<file path="src/hdl/pib_pkg.sv">
package pib_pkg;

	localparam int MAX_COLORS_DEF = 256;
	localparam logic [7:0] ALPHA_LIMIT = 8'd127;
	localparam logic [7:0] ALPHA_OPAQUE = 8'd255;
	localparam int OUT_W = 9;

	typedef struct packed {
		logic [7:0] red;
		logic [7:0] green;
		logic [7:0] blue;
		logic [7:0] alpha;
		logic       start_image;
	} pixel_t;

	typedef struct packed {
		logic [OUT_W-1:0] color_index;
		logic             new_color;
		logic             overflow;
		logic [OUT_W-1:0] colors_in_use;
	} result_t;

	typedef struct packed {
		logic load;
		logic scan;
		logic finish;
		logic emit;
	} cmd_t;

	typedef struct packed {
		logic opaque;
		logic hit;
		logic scan_end;
		logic res_busy;
	} status_t;

endpackage

</file>
<file path="src/hdl/pib_ctrl.sv">
module pib_ctrl (
	input  logic                  clk,
	input  logic                  arst_n,
	input  logic                  pix_valid,
	output logic                  pix_stall,
	input  pib_pkg::status_t      status,
	output pib_pkg::cmd_t         cmd
);

	localparam logic [1:0] ST_IDLE = 2'd0;
	localparam logic [1:0] ST_SCAN = 2'd1;
	localparam logic [1:0] ST_DONE = 2'd2;

	logic [1:0] state_q;
	logic [1:0] state_d;

	assign pix_stall = (state_q != ST_IDLE);

	always_comb begin
		state_d = state_q;
		cmd = '0;
		unique case (state_q)
			ST_IDLE: begin
				if (pix_valid) begin
					cmd.load = 1'b1;
					state_d = ST_SCAN;
				end
			end
			ST_SCAN: begin
				cmd.scan = 1'b1;
				if (!status.opaque || status.hit || status.scan_end) begin
					cmd.finish = 1'b1;
					state_d = ST_DONE;
				end
			end
			ST_DONE: begin
				if (!status.res_busy) begin
					cmd.emit = 1'b1;
					state_d = ST_IDLE;
				end
			end
			default: begin
				state_d = ST_IDLE;
			end
		endcase
	end

	always_ff @(posedge clk or negedge arst_n) begin
		if (!arst_n) begin
			state_q <= ST_IDLE;
		end else begin
			state_q <= state_d;
		end
	end

endmodule

</file>
<file path="config.mk">
export PLATFORM = sky130hd
export DESIGN_NAME = pib_ctrl
export DESIGN_NICKNAME = d
export VERILOG_FILES = /design/src/hdl/pib_pkg.sv /design/src/hdl/pib_ctrl.sv
export SDC_FILE = /design/constraint.sdc
export NUM_CORES = 1
export LEC_CHECK = 0
export BUFFER_PORTS_ARGS = -buffer_cell sky130_fd_sc_hd__buf_4
export CORE_AREA = 2 2 39 41
export DETAILED_ROUTE_END_ITERATION = 10
export DIE_AREA = 0 0 41 43
export REMOVE_ABC_BUFFERS = 1
export SETUP_SLACK_MARGIN = 0.4
export SYNTH_ARGS = -nofsm -noshare
export SYNTH_HDL_FRONTEND = slang
export SYNTH_SLANG_ARGS = --single-unit
export TNS_END_PERCENT = 20
</file>
<file path="constraint.sdc">
create_clock -name clk -period 1.5 [get_ports clk]
set_input_delay 0.225 -clock clk [delete_from_list [all_inputs] [get_ports clk]]
set_output_delay 0.225 -clock clk [all_outputs]
set_load 0.005 [all_outputs]
</file>
# Yosys cells after proc, flatten, opt, wreduce, memory -nomap -nowiden
# Cells that the tools add are included.
dict set report op_classes {
  reduce_logical 6
  eq_ne 5
  mux 10
}
# operator n
set op_table {}
lappend op_table {{$mux 2} 4}
lappend op_table {{$ne 2x2->1 const B} 3}
lappend op_table {{$pmux 2 s3} 1}
lappend op_table {{$mux 1} 5}
lappend op_table {{$reduce_and 3->1} 1}
lappend op_table {{$eq 2x1->1 const B} 1}
lappend op_table {{$eq 2x2->1 const B} 1}
lappend op_table {{$logic_not 2->1} 1}
lappend op_table {{$logic_or 1x1->1} 2}
lappend op_table {{$reduce_bool 2->1} 1}
lappend op_table {{$logic_not 1->1} 1}
dict set report word_totals {
  output_inout_bits 5
  word_cells 22
  input_bits 7
  register_bits 2
}

# Depth between registers and ports, before layout
dict set report logic_depth {
  word_depth 5
  mapped_depth 3
  mapped_depth_nobuf 2
}

# Worst setup path after synthesis
# No wires, ideal clock.
dict set report synth_timing {
  kind {register to output}
  from {register state_q[1]}
  to {output port cmd[2] (netlist name)}
  required_ns 1.275
  stages_incl_launch_ff 4
  path_buffers 1
  setup_slack_ns 0.568
  arrival_ns 0.707
  cell_sequence {dfrtp_1 -> nand2b_1 -> inv_1 -> buf_4}
}
# item line
set synth_rtl {}
lappend synth_rtl {{start, declared} pib_ctrl.sv:14} ;# logic [1:0] state_q;
lappend synth_rtl {{start signal, assigned} pib_ctrl.sv:52} ;# state_q <= state_d;
lappend synth_rtl {{end, declared} pib_ctrl.sv:7} ;# output pib_pkg::cmd_t cmd

# Worst setup path in the final report
dict set report layout_timing {
  from {register state_q[0]}
  to {output port pix_stall}
}
dict set report layout_via {
  elab_chain_cells 1
}
# item line
set layout_rtl {}
lappend layout_rtl {{$reduce_bool 2->1} pib_ctrl.sv:17} ;# assign pix_stall = (state_q != ST_IDLE);
lappend layout_rtl {{end, declared} pib_ctrl.sv:5} ;# output logic pix_stall,
# No other way between the ends.

==> metrics.sh <==
RUN_STATUS='finished clean'
SYNTH_CELL_TYPE_COUNT=11
SYNTH_COMMON_CELLS='2 x sky130_fd_sc_hd__dfrtp_1, 2 x sky130_fd_sc_hd__inv_1, 2 x sky130_fd_sc_hd__nor3b_2'
IR_WORST_VDD_V=0.000269
SYN_AREA_PER_CELL_UM2=9.29
CP_MAX_FO=6
CRIT_TYPE='register to output port'
YS_ASYNC_SR_FRACTION_PCT=100
DOMINANT_COMBINATIONAL_CELL_FAMILY_BY_AREA_AFTER_SYNTHESIS='simple AND/OR/NAND/NOR gates'
TRITONCTS_NUM_SINKS=2
CLK_PIN_SLEW_NS=0.03
FIRST_GLOBAL_VIAS=126
DETAIL_ROUTE.ITER0.VIOLATIONS=0
FIN_WS_NS=0.245
MET2_USAGE_PCT=5.94
CLOCK_TREE.ROOT_CELL='sky130_fd_sc_hd__clkbuf_4'
SYNTH_EDF_COUNT=0
GLOBAL_ROUTE.PEAK_USAGE_LAYER='met4'
SYNTH_INSTANCES=14
CTSHTREEMAXLEVEL=1
SYNTHFLOPTYPE='sky130_fd_sc_hd__dfrtp_1'
WORST_PATH_CELL_WITH_THE_LONGEST_STAGE_DELAY='sky130_fd_sc_hd__dfrtp_2'
WORST_HOLD_PATH_TYPE='input pin to register'
PLACEMENT.IO_BUFFERS=11
SYN2LAYOUT_AREA_GROWTH_PCT=120
CTS_TREE='yes'
OVERALL_ROUTED_NET_LENGTH_UM=394
PLACED_AREA_UM2=225
SYNTH_LARGEST_TYPE_AREA_FRACTION_PCT=38.5
SYNTH.TOP_CELLS.BY_AREA='sky130_fd_sc_hd__dfrtp_1 38%, sky130_fd_sc_hd__nor3b_2 19%, sky130_fd_sc_hd__a31o_1 6.7%'
TOP_REGS='state_q x2'
IO-PIN-COUNT=12
POST-ROUTE-UTIL_PCT=20.7
MUX_SHARE_OF_POST_SYNTHESIS_CELL_AREA_PCT=0
CRITICAL_PATH.MAX_STAGE_DELAY_NS=0.45
GLOBALROUTEOVERFLOWTOTAL=0
TOTALNEGATIVESETUPSLACK_NS=0
WORST_CLOCK_SKEW_NS=0.00788
ACTUAL_TRANSITION_AT_THE_WORST_MAX_TRANSITION_PIN_NS=0.324
WORST_SLEW_SLACK_AS_A_FRACTION_OF_ITS_LIMIT_PCT=78.3
PLACEMENTROWS=14
P_PER_AREA_mW_PER_MM2=1660
DIE_HEIGHT_UM=43
LAYOUT_MIN_CYCLE_TIME_NS=1.25
LARGEST_REGISTER='state_q'
SYNTH-XOR-AREA-SHARE_PCT=0
WORST_SKEW_PAIR_LATENCY_NS=0.23
GRTUSAGEMET1_PCT=2.87
GLOBALROUTEMET3UTIL_PCT=4.71
ANTENNA_VIOLATING_NETS_POST_ROUTE=0
CRITICAL_PATH.CELL_CHAIN='or2_1, buf_4'
WORST_EP_REQUIRED_NS=1.27
YOSYS.AREA_SHARE.SIMPLE_PCT=38.5
SYNTH.LARGEST_AREA_CELL='sky130_fd_sc_hd__dfrtp_1'
CRITICAL_PATH.STARTPOINT_TYPE='register'
VIAS_PER_CELL=3.27
DIE_AREA_MM2=0.00176
MAX-CAP-VIOLATIONS=0
POSTLAYOUTCELLAREA_UM2=287
MAX_REG_FLOPS=2
PLACE_WS_NS=0.448
YOSYS_REGISTER_BITS=2
DIE-WIDTH_UM=41
CRITPATHARRIVALTIME_NS=1.03
SYNTH_ADDER_AREA_SHARE_PCT=0
LARGEST_NET_DEGREE_AT_THE_START_OF_GLOBAL_ROUTING=7
VIA_COUNT=147
LEAKAGEPOWER_nW=0.140
FINALCRITPERIODSHARE_PCT=83.6
SYNTH-SEQ-AREA-SHARE_PCT=38.5
DESIGN.FINAL.NETS=38
DETAIL_ROUTE.WL_PER_CELL_UM=8.76
POST_ROUTE_CELLS_DRIVE_ABOVE_1_SHARE_PCT=72.4
FINALWEIGHTEDCONGESTION=0.452
GRT_SETUP_UNREPAIRED='yes'
SYNTH_COMPOUND_AREA_SHARE_PCT=11.5
REPORT.FINAL.HOLD_VIOL_COUNT=0
CTS.PATH.MAX_BUFFERS=2
GRT_ANTENNA_BEFORE_REPAIR=0
DETAIL_ROUTE.DRC_VIOLATIONS=0
TYPE_OF_DESTINATION_OF_THE_CRITICAL_PATH='output port'
TRACK_USAGE_PCT=4.90
FMAX_MHz=797
GRT_PASS1_WL_UM=455
DETAILEDROUTE.FIRSTPASSITERATIONCOUNT=1
N_ANTENNA_CELL=0
SYNTH.CELL_AREA_UM2=130
SETUP_VIOL=0
DETAILEDPLACEMENTHPWL_UM=247
YOSYSWARNINGCOUNT=0
NUMBER_OF_CTS_INSERTED_BUFFERS=3
FLOORPLAN_CORE_AREA_MM2=0.00138
TIMING.FINAL.MAX_SLEW_VIOLATIONS=0
INITIAL_STANDARD_CELL_UTILIZATION_OF_THE_CORE_PCT=9.40
==> routing by layer <==
metal / share of wire (%) / routed length [um]
met1: 30 / 117
met2: 57 / 226
met3: 11 / 42
met4: 2.0 / 8
met5: 0 / 0
==> kinds of logic after synthesis <==
group	Yosys count
buffers and inverters	3
AO/OA/AOI/OAI	2
AND/OR/NAND/NOR	7
flip-flops	2
==> cell type report <==
class | count | area, um2
Fill cell | 157 | 1100
Timing Repair Buffer | 13 | 100
Tap cell | 16 | 20.0
Clock buffer | 3 | 22.5
Sequential cell | 2 | 51.3
Inverter | 2 | 7.51
Multi-Input combinational cell | 9 | 85.1
==> path summary, 6_finish.rpt <==
path	from	to	slack, ns	cells after the start
min in group asynchronous	arst_n	state_q[1]	0.31	2
max in group asynchronous	arst_n	state_q[0]	1.08	2
max	state_q[0]	pix_stall	0.25	2
max reg2reg	state_q[0]	state_q[0]	0.64	2
min reg2reg	state_q[0]	state_q[1]	0.56	1
min	status[0]	state_q[1]	0.28	3
==> stage by stage <==
stage / cells / hold slack (ns) / power (mW)
after floorplan: 13 / -0.0706 / 0.186
after global placement: 40 / 0.0102 / 0.290
after detailed placement: 40 / 0.00861 / 0.291
after CTS: 44 / 0.275 / 0.456
after global routing: 45 / 0.318 / 0.517
final: 45 / 0.279 / 0.476
==> layout by cell type, fill, tap and decap left out, drive strengths merged <==
master       count
buf             12
clkbuf           3
inv              2
nor3b            2
dfrtp            2
nand2b           1
or2              1
nor3             1
nor2             1
a31o             1
nand2            1
o22ai            1
dlygate4sd3      1
==> power breakdown <==
part	total [mW]	switching [mW]	internal [mW]
Combinational	0.232	0.0818	0.150
Sequential	0.121	0.0413	0.0795
Clock	0.123	0.0348	0.0886
==> worst max-delay path: cells and delay by family, from the launching register on <==
kind                   cells  cell delay, ns
DFF                        1            0.45
buffers and inverters      1            0.13
and+or+nand+nor            1            0.22
==> repair_timing <==
item | 4_1_cts | 5_1_grt
endpoints found under the setup margin | 5 | 5
hold buffers | 1 | 0
pin swaps | 1 | 1
endpoints found under the hold margin | 2 | 0
gates resized for setup | 4 | 1
setup buffers | 0 | 1
cloned | 0 | 0
(Power assumes the default switching activity.)
